## src/rtl/pqd_pkg.sv

```systemverilog
// shared types, widths and codes for the deduplicating priority queue
package pqd_pkg;

  // payload widths
  localparam int KEY_W  = 32;
  localparam int RANK_W = 16;
  localparam int STAT_W = 3;
  localparam int OCC_W  = 5;

  // default queue depth
  localparam int PQD_DEPTH = 16;

  // request modes
  localparam logic MODE_PUSH = 1'b0;
  localparam logic MODE_POP  = 1'b1;

  // result status codes
  typedef enum logic [STAT_W-1:0] {
    STAT_QUEUED = 3'd0,
    STAT_DUP    = 3'd1,
    STAT_FULL   = 3'd2,
    STAT_POPPED = 3'd3,
    STAT_EMPTY  = 3'd4
  } pqd_status_t;

  // operation broadcast to every cell
  typedef enum logic [1:0] {
    OP_HOLD,
    OP_CMP,
    OP_PUSH,
    OP_POP
  } pqd_op_t;

  // control sequencer states
  typedef enum logic {
    PQD_IDLE,
    PQD_APPLY
  } pqd_state_t;

  // broadcast command
  typedef struct packed {
    pqd_op_t            op;
    logic [KEY_W-1:0]   key;
    logic [RANK_W-1:0]  rank;
  } pqd_cmd_t;

  // one queue entry as seen by the neighbors
  typedef struct packed {
    logic               valid;
    logic [KEY_W-1:0]   key;
    logic [RANK_W-1:0]  rank;
  } pqd_entry_t;

  // chain summary toward the sequencer
  typedef struct packed {
    logic       dup;
    pqd_entry_t head;
  } pqd_sum_t;

endpackage

```

## src/rtl/pqd_if.sv

```systemverilog
// request and result channel interfaces
interface pqd_in_if import pqd_pkg::*; ();
  logic                     valid;
  logic                     ready;
  logic                     mode;
  logic [KEY_W-1:0]         track_key;
  logic signed [RANK_W-1:0] rank;

  modport source (output valid, output mode, output track_key, output rank, input ready);
  modport sink (input valid, input mode, input track_key, input rank, output ready);
endinterface

interface pqd_out_if import pqd_pkg::*; ();
  logic                     valid;
  logic                     ready;
  logic [STAT_W-1:0]        status;
  logic [KEY_W-1:0]         out_key;
  logic signed [RANK_W-1:0] out_rank;
  logic [OCC_W-1:0]         occupancy;

  modport source (output valid, output status, output out_key, output out_rank,
                  output occupancy, input ready);
  modport sink (input valid, input status, input out_key, input out_rank,
                input occupancy, output ready);
endinterface

```

## src/rtl/priority_queue_with_dedup_core.sv

```systemverilog
// top level: request sequencer, occupancy count and result register around the cell row
// timing: a request is accepted and its cells compare on that edge; the result register
//   loads in the apply step once it is free, which a waiting result can hold off
// one request at a time: the row compares, then shifts, before a new request is taken
// reset: synchronous active low; clears valid flags, count and result valid, not slot data
module priority_queue_with_dedup_core import pqd_pkg::*; #(
  parameter int QUEUE_DEPTH = PQD_DEPTH
) (
  input  logic clk,
  input  logic rst_n,
  pqd_in_if.sink    in_ch,
  pqd_out_if.source out_ch
);

  localparam int CW = $clog2(QUEUE_DEPTH + 1);

  pqd_state_t        state_r, state_nxt;
  logic              mode_r;
  logic [KEY_W-1:0]  key_r;
  logic [RANK_W-1:0] rank_r;
  logic [CW-1:0]     count_r, count_nxt;

  logic              out_valid_r;
  pqd_status_t       status_r, status_nxt;
  logic [KEY_W-1:0]  okey_r, okey_nxt;
  logic [RANK_W-1:0] orank_r, orank_nxt;
  logic [OCC_W-1:0]  occ_r;
  logic              load;

  pqd_cmd_t cmd;
  pqd_sum_t sum;

  pqd_chain #(
    .QUEUE_DEPTH (QUEUE_DEPTH)
  ) u_chain (
    .clk   (clk),
    .rst_n (rst_n),
    .cmd   (cmd),
    .sum   (sum)
  );

  // sequencer: compare on transfer, apply when the result register is free
  always_comb begin
    state_nxt  = state_r;
    count_nxt  = count_r;
    status_nxt = status_r;
    okey_nxt   = '0;
    orank_nxt  = '0;
    load       = 1'b0;
    cmd.op     = OP_HOLD;
    cmd.key    = key_r;
    cmd.rank   = rank_r;
    case (state_r)
      PQD_IDLE: begin
        if (in_ch.valid) begin
          cmd.op    = OP_CMP;
          cmd.key   = in_ch.track_key;
          cmd.rank  = in_ch.rank;
          state_nxt = PQD_APPLY;
        end
      end
      PQD_APPLY: begin
        if (!out_valid_r || out_ch.ready) begin
          load      = 1'b1;
          state_nxt = PQD_IDLE;
          if (mode_r == MODE_POP) begin
            if (count_r == '0) begin
              status_nxt = STAT_EMPTY;
            end else begin
              status_nxt = STAT_POPPED;
              cmd.op     = OP_POP;
              okey_nxt   = sum.head.key;
              orank_nxt  = sum.head.rank;
              count_nxt  = count_r - 1'b1;
            end
          end else if (sum.dup) begin
            status_nxt = STAT_DUP;
          end else if (count_r == CW'(QUEUE_DEPTH)) begin
            status_nxt = STAT_FULL;
          end else begin
            status_nxt = STAT_QUEUED;
            cmd.op     = OP_PUSH;
            count_nxt  = count_r + 1'b1;
          end
        end
      end
      default: state_nxt = PQD_IDLE;
    endcase
  end

  // control registers
  always_ff @(posedge clk) begin
    if (!rst_n) begin
      state_r     <= PQD_IDLE;
      count_r     <= '0;
      out_valid_r <= 1'b0;
    end else begin
      state_r <= state_nxt;
      count_r <= count_nxt;
      if (load) begin
        out_valid_r <= 1'b1;
      end else if (out_ch.ready) begin
        out_valid_r <= 1'b0;
      end
    end
  end

  // request and result payload
  always_ff @(posedge clk) begin
    if (in_ch.valid && in_ch.ready) begin
      mode_r <= in_ch.mode;
      key_r  <= in_ch.track_key;
      rank_r <= in_ch.rank;
    end
    if (load) begin
      status_r <= status_nxt;
      okey_r   <= okey_nxt;
      orank_r  <= orank_nxt;
      occ_r    <= OCC_W'(count_nxt);
    end
  end

  assign in_ch.ready      = (state_r == PQD_IDLE);
  assign out_ch.valid     = out_valid_r;
  assign out_ch.status    = status_r;
  assign out_ch.out_key   = okey_r;
  assign out_ch.out_rank  = orank_r;
  assign out_ch.occupancy = occ_r;

`ifndef SYNTHESIS
  // count never passes the queue depth
  a_count_bound: assert property (@(posedge clk) disable iff (!rst_n)
    count_r <= CW'(QUEUE_DEPTH))
    else $error("occupancy count above queue depth");

  // one request at a time: no transfer right after a transfer
  a_one_at_a_time: assert property (@(posedge clk) disable iff (!rst_n)
    (in_ch.valid && in_ch.ready) |=> !in_ch.ready)
    else $error("request accepted during apply step");

  // a queued push grows the count by one
  a_push_count: assert property (@(posedge clk) disable iff (!rst_n)
    (load && status_nxt == STAT_QUEUED) |=> count_r == $past(count_r) + 1'b1)
    else $error("queued push did not grow count");

  // a pop is only reported with a valid head entry
  a_pop_head: assert property (@(posedge clk) disable iff (!rst_n)
    (load && status_nxt == STAT_POPPED) |-> (sum.head.valid && count_r != '0))
    else $error("pop reported without head entry");

  // result register is never overwritten while it still waits
  a_no_overwrite: assert property (@(posedge clk) disable iff (!rst_n)
    (out_valid_r && !out_ch.ready) |-> !load)
    else $error("result overwritten before transfer");
`endif

endmodule

```

## src/rtl/pqd_cell.sv

```systemverilog
// one queue slot: compares against the broadcast entry and shifts with its neighbors
module pqd_cell import pqd_pkg::*; (
  input  logic       clk,
  input  logic       rst_n,
  input  pqd_cmd_t   cmd,
  input  pqd_entry_t prev_ent,
  input  logic       prev_ins,
  input  pqd_entry_t next_ent,
  output pqd_entry_t ent,
  output logic       ins,
  output logic       match
);

  logic              valid_r, valid_nxt;
  logic [KEY_W-1:0]  key_r, key_nxt;
  logic [RANK_W-1:0] rank_r, rank_nxt;
  logic              ins_r, ins_nxt;
  logic              match_r, match_nxt;

  // compare, insert or shift
  always_comb begin
    valid_nxt = valid_r;
    key_nxt   = key_r;
    rank_nxt  = rank_r;
    ins_nxt   = ins_r;
    match_nxt = match_r;
    case (cmd.op)
      OP_CMP: begin
        match_nxt = valid_r && (key_r == cmd.key);
        ins_nxt   = !valid_r || ($signed(rank_r) < $signed(cmd.rank));
      end
      OP_PUSH: begin
        if (ins_r) begin
          if (prev_ins) begin
            valid_nxt = prev_ent.valid;
            key_nxt   = prev_ent.key;
            rank_nxt  = prev_ent.rank;
          end else begin
            valid_nxt = 1'b1;
            key_nxt   = cmd.key;
            rank_nxt  = cmd.rank;
          end
        end
      end
      OP_POP: begin
        valid_nxt = next_ent.valid;
        key_nxt   = next_ent.key;
        rank_nxt  = next_ent.rank;
      end
      default: ;
    endcase
  end

  // control flags
  always_ff @(posedge clk) begin
    if (!rst_n) begin
      valid_r <= 1'b0;
      ins_r   <= 1'b0;
      match_r <= 1'b0;
    end else begin
      valid_r <= valid_nxt;
      ins_r   <= ins_nxt;
      match_r <= match_nxt;
    end
  end

  // slot payload
  always_ff @(posedge clk) begin
    key_r  <= key_nxt;
    rank_r <= rank_nxt;
  end

  assign ent.valid = valid_r;
  assign ent.key   = key_r;
  assign ent.rank  = rank_r;
  assign ins       = ins_r;
  assign match     = match_r;

endmodule

```

## src/rtl/pqd_chain.sv

```systemverilog
// row of queue cells with neighbor links and duplicate summary
module pqd_chain import pqd_pkg::*; #(
  parameter int QUEUE_DEPTH = PQD_DEPTH
) (
  input  logic     clk,
  input  logic     rst_n,
  input  pqd_cmd_t cmd,
  output pqd_sum_t sum
);

  pqd_entry_t             ents [QUEUE_DEPTH];
  logic [QUEUE_DEPTH-1:0] ins_v;
  logic [QUEUE_DEPTH-1:0] match_v;

  // cells, head at index zero
  for (genvar i = 0; i < QUEUE_DEPTH; i++) begin : g_cell
    pqd_entry_t prev_ent, next_ent;
    logic       prev_ins;

    if (i == 0) begin : g_head
      assign prev_ent = '0;
      assign prev_ins = 1'b0;
    end else begin : g_mid
      assign prev_ent = ents[i-1];
      assign prev_ins = ins_v[i-1];
    end

    if (i == QUEUE_DEPTH - 1) begin : g_tail
      assign next_ent = '0;
    end else begin : g_body
      assign next_ent = ents[i+1];
    end

    pqd_cell u_cell (
      .clk      (clk),
      .rst_n    (rst_n),
      .cmd      (cmd),
      .prev_ent (prev_ent),
      .prev_ins (prev_ins),
      .next_ent (next_ent),
      .ent      (ents[i]),
      .ins      (ins_v[i]),
      .match    (match_v[i])
    );
  end

  // registered per-cell matches reduce to one flag
  assign sum.dup  = |match_v;
  assign sum.head = ents[0];

endmodule
```

## src/flat_wrapper.sv

```systemverilog
// flat-port wrapper written by rule: the top's interface ports become plain ports
module priority_queue_with_dedup_core_flat import pqd_pkg::*;
#(
  parameter int QUEUE_DEPTH = PQD_DEPTH
)
  (clk, rst_n, in_ch_valid, in_ch_mode, in_ch_track_key, in_ch_rank, in_ch_ready, out_ch_valid, out_ch_status, out_ch_out_key, out_ch_out_rank, out_ch_occupancy, out_ch_ready);
  pqd_in_if in_ch_i ();
  pqd_out_if out_ch_i ();
  input  logic clk;
  input  logic rst_n;
  input wire logic [$bits(in_ch_i.valid)-1:0] in_ch_valid;
  input wire logic [$bits(in_ch_i.mode)-1:0] in_ch_mode;
  input wire logic [$bits(in_ch_i.track_key)-1:0] in_ch_track_key;
  input wire logic [$bits(in_ch_i.rank)-1:0] in_ch_rank;
  output wire logic [$bits(in_ch_i.ready)-1:0] in_ch_ready;
  output wire logic [$bits(out_ch_i.valid)-1:0] out_ch_valid;
  output wire logic [$bits(out_ch_i.status)-1:0] out_ch_status;
  output wire logic [$bits(out_ch_i.out_key)-1:0] out_ch_out_key;
  output wire logic [$bits(out_ch_i.out_rank)-1:0] out_ch_out_rank;
  output wire logic [$bits(out_ch_i.occupancy)-1:0] out_ch_occupancy;
  input wire logic [$bits(out_ch_i.ready)-1:0] out_ch_ready;
  assign in_ch_i.valid = in_ch_valid;
  assign in_ch_i.mode = in_ch_mode;
  assign in_ch_i.track_key = in_ch_track_key;
  assign in_ch_i.rank = in_ch_rank;
  assign in_ch_ready = in_ch_i.ready;
  assign out_ch_valid = out_ch_i.valid;
  assign out_ch_status = out_ch_i.status;
  assign out_ch_out_key = out_ch_i.out_key;
  assign out_ch_out_rank = out_ch_i.out_rank;
  assign out_ch_occupancy = out_ch_i.occupancy;
  assign out_ch_i.ready = out_ch_ready;
  priority_queue_with_dedup_core #(.QUEUE_DEPTH(QUEUE_DEPTH)) u_core (.clk(clk), .rst_n(rst_n), .in_ch(in_ch_i), .out_ch(out_ch_i));
endmodule
```

## config.mk

```make
export PLATFORM = sky130hd
export DESIGN_NAME = priority_queue_with_dedup_core_flat
export DESIGN_NICKNAME = d
export VERILOG_FILES = /design/src/rtl/pqd_pkg.sv /design/src/rtl/pqd_if.sv /design/src/rtl/priority_queue_with_dedup_core.sv /design/src/rtl/pqd_cell.sv /design/src/rtl/pqd_chain.sv /design/src/flat_wrapper.sv
export SDC_FILE = /design/constraint.sdc
export NUM_CORES = 2
export LEC_CHECK = 0
export BUFFER_PORTS_ARGS = -buffer_cell sky130_fd_sc_hd__buf_2
export CAP_MARGIN = 20
export CORE_UTILIZATION = 40
export DETAILED_ROUTE_END_ITERATION = 8
export MAX_ROUTING_LAYER = met4
export PLACE_DENSITY = 0.6
export SYNTH_ARGS = -nofsm -noshare
export SYNTH_HDL_FRONTEND = slang
export SYNTH_HIERARCHICAL = 1
export SYNTH_SLANG_ARGS = --single-unit
```

## constraint.sdc

```tcl
create_clock -name clk -period 7.15 [get_ports clk]
set_input_delay 1.0725 -clock clk [delete_from_list [all_inputs] [get_ports clk]]
set_output_delay 1.0725 -clock clk [all_outputs]
set_load 0.02 [all_outputs]
```

==> flow_summary.rst <==
.. list-table::
   :header-rows: 1

   * - Metric
     - Value
   * - Result of the run
     - finished clean
   * - CTS resizes
     - 0
   * - Commonest register cell after synthesis
     - edfxtp_1
   * - Switching part of the total
     - between 20% and 30%
   * - Count of boundary I/O pins
     - between 100 and 150
   * - Number of distinct library cells after synthesis
     - 55
   * - Final layout net count
     - a little under 6000
   * - Leakage power total
     - about 23 nW
   * - Tot GR Track Use
     - about a fifth
   * - Post-synthesis instance area
     - about 58000 µm²
   * - Floorplan die width
     - a little under 400 µm
   * - Post-CTS Setup Repair Bufs
     - 0
   * - Drc violations
     - 0
   * - First-pass GRT wire length
     - between 200000 and 250000 µm
   * - Tot Pwr
     - between 15 and 20 mW
   * - Commonest cells in the synthesized netlist
     - edfxtp_1 (873), nand2_1 (836), o21ai_1 (800)
   * - Flop pwr share
     - a little over two fifths
   * - Area Overhead vs Synth
     - 8.91%
   * - EDFF count, synth
     - 873
   * - Overall die height
     - between 300 and 400 µm
   * - Proportion of layout cells with a drive suffix above 1
     - around 8.8%
   * - Core region area
     - between 100000 and 150000 µm²
   * - Kind of end point of the critical path
     - flip-flop
   * - Hold WC Path Type
     - reg -> reg
   * - CP required
     - ~7600 ps
   * - Starting utilization of the core area
     - 40.5%
   * - Area enclosed by the die boundary
     - between 100000 and 150000 µm²
   * - Synth Area in Adders
     - about 5.2%
   * - Max Root-Sink Buffers
     - 3
   * - GR Overflow Total
     - 0
   * - Post-synthesis sequential area ratio
     - a little under half
   * - Switching power total
     - 4.73 mW
   * - Cell types occupying the most area after synthesis
     - edfxtp_1 (45%), mux2i_1 (13%), o21ai_1 (6.9%)
   * - XOR/XNOR Fraction of Synth Area
     - around 7.7%
   * - Power per cell area
     - ~250 nW/µm²
   * - Startpoint type of the worst setup path
     - flip-flop
   * - Flip-flop and latch count after synthesis
     - 928
   * - Pin slew with the least headroom to its limit
     - about 1100 ps
   * - Multiplexer share of the synthesized area
     - 14.4%
   * - Number of fill cells
     - approximately 14000
   * - Combinational Power Share
     - 22.5%
   * - Top-area cell type share of the netlist area
     - between 40% and 50%
   * - Proportion of power drawn by the clock network
     - approximately 34%
   * - Final Hold Violating Endpoints
     - 0
   * - Instance count of the mapped netlist
     - about 5500
   * - Last weighted congestion value of the routability-driven placer
     - roughly 0.83
   * - Max Cap Viol
     - 0
   * - Main combinational cell family by area after synthesis
     - multiplexers
   * - Cell with the most instances after synthesis
     - edfxtp_1
   * - Wire length after detailed routing
     - between 150000 and 200000 µm
   * - Mean instance size in the synthesized netlist
     - between 10 and 15 µm²
   * - Register clock-pin slew on the reported worst setup and hold paths
     - ~60 ps
   * - Synthesized-area fraction occupied by ao, oa, aoi and oai cells
     - 10.6%
   * - Post-DRT Antenna Nets
     - 0
   * - TritonCTS buffer count
     - around 110
   * - H-Tree Level Count
     - 3
   * - RSZ-0062 raised after global routing
     - false
   * - Highest ir drop seen on vdd
     - between 150 and 200 µV
   * - Simple-gate portion of the synthesized area
     - between 10% and 20%
   * - Max Clk Rate
     - between 0.2 and 0.25 GHz
   * - Routed via count
     - around 41000
   * - Max Slew Vio Count
     - 0
   * - Total number of yosys warnings
     - 6
   * - Share of flip-flops with an asynchronous set or reset after synthesis
     - 0%
   * - Wire length per cell
     - between 20 and 25 µm
   * - Clock skew
     - approximately 50 ps
   * - Number of sinks handled by clock tree synthesis
     - 928
   * - Cell internal power dissipation
     - 11.2 mW
   * - Setup total negative slack
     - 0 ps
   * - Post-DR vias/cell
     - between 5 and 6
   * - Drt first pass iters
     - 6
   * - Count of input and output buffers
     - 110
   * - Slew headroom
     - between 20% and 30%
   * - Period Utilization, post-route
     - between 60% and 70%
   * - Hold-fix buffers at CTS
     - 0
   * - Number of placement rows
     - between 100 and 150
   * - Worst EP arrival
     - between 5000 and 6000 ps
   * - TritonCTS clock tree
     - yes
   * - Clock tree root buffer cell
     - clkbuf_16
   * - Leading area contributor after synthesis
     - edfxtp_1
   * - Critical Path Fanout Max
     - 61
   * - Initial antenna violation count
     - 2
   * - Critical path class
     - reg -> reg
   * - Iteration-0 DRC Markers
     - around 2800
   * - Largest net degree at the start of global routing
     - 99
   * - Via count of the first global-routing pass
     - a little over 40000
   * - # setup viols final
     - 0
   * - Final HPWL DP
     - roughly 110000 µm
   * - Min Clock Period, post-route
     - 4790 ps
   * - Worst-Skew Late Latency
     - around 700 ps
==> per-layer routing <==
metal	track usage (%)	vias to the layer above	part of all wire, %
met5	-	-	0
met1	29.0	20100	48
met2	32.7	729	46
li1	-	19700	-
met3	2.13	163	3.9
met4	4.13	0	1.6
==> through the flow <==
step / setup slack, ps / instance area [µm²] / hold slack (ps) / std cells / utilization (%)
floorplan: 1680 / 58800 / 439 / 5551 / -
global placement: 2350 / 60200 / 448 / 7321 / 41.7
detailed placement: 2260 / 60200 / 450 / 7321 / 41.7
CTS: 2320 / 63600 / 460 / 7515 / 44.1
global route: 2060 / 63700 / 490 / 7517 / 44.1
finish: 2360 / 63700 / 460 / 7518 / 44.1
==> state kept, by name (all words and copies together), names as in the netlist, 32 cells and up <==
register / cells
u_core/u_chain/g_cell.u_cell/rank_r: 256
u_core/out_ch.out_key: 32
u_core/key_r: 32
u_core/u_chain/g_cell.u_cell/key_r: 512
==> worst max-delay path: stages, from the launching register on <==
cell	delay (ps)
dfxtp_1	360
nor4_1	630
nand4_1	830
a21oi_1	360
o211a_2	800
and2_2	710
buf_4	580
o21ai_1	160
==> worst paths after layout <==
kind	start	to	slack (ps)	cells past startpoint
setup / recovery	u_core/u_chain/g_cell[0].u_cell/match	u_core/u_chain/g_cell[5].u_cell/key_r[30]	2360	7
hold reg to reg	u_core/u_chain/g_cell[5].u_cell/match	u_core/u_chain/g_cell[5].u_cell/match	460	2
setup reg to reg	u_core/u_chain/g_cell[0].u_cell/match	u_core/u_chain/g_cell[5].u_cell/key_r[30]	2360	7
hold / removal	u_core/u_chain/g_cell[5].u_cell/match	u_core/u_chain/g_cell[5].u_cell/match	460	2
==> area by class of cell <==
cell class / instances / area [µm²] / share of cell area, %
Antenna cell: 2 / 5.00 / 0.00786
Clock buffer: 139 / 2870 / 4.51
Clock inverter: 55 / 556 / 0.873
Inverter: 247 / 927 / 1.46
Multi-Input combinational cell: 4072 / 28500 / 44.8
Sequential cell: 928 / 27300 / 42.9
Tap cell: 1903 / 2380 / 3.74
Timing Repair Buffer: 172 / 1050 / 1.65
==> placed cells by master (no fill, tap or decap), types with 18 or more instances in the layout <==
master,synthesis,layout
clkbuf_1,54,25
xnor2_1,449,449
o211ai_1,32,32
buf_2,96,110
and2_1,47,31
a21o_1,64,64
xor2_1,64,64
edfxtp_1,873,873
nor2_1,39,39
nor4_1,20,20
and2_2,9,20
mux2i_1,785,785
o21ai_0,37,37
a21oi_1,56,56
clkinv_2,0,22
nor2b_1,35,34
mux2_2,48,48
o21ai_1,800,800
inv_1,247,247
dfxtp_1,55,40
nand4_1,147,147
clkbuf_16,0,107
a31oi_1,18,18
conb_1,1,99
buf_4,80,60
nand2_1,836,836
ha_1,242,242
nand2b_1,36,36
==> kinds of logic after synthesis <==
group	count (synthesis)
multiplexers	833
flip-flops	928
AND/OR/NAND/NOR	1275
AO/OA/AOI/OAI	1110
XOR/XNOR	513
adder cells (fa/ha/maj)	242
other	1
buffers and inverters	551
==> power by group through the flow <==
stage	registers, mW	logic (mW)	clock network [mW]
after global routing	6.90	3.94	5.79
after CTS	6.86	3.56	5.59
after detailed placement	6.98	3.55	0
after global placement	6.98	3.44	0
after floorplan	6.87	2.88	0
final	6.86	3.58	5.48
No activity file was read; power rests on OpenSTA's default activity.
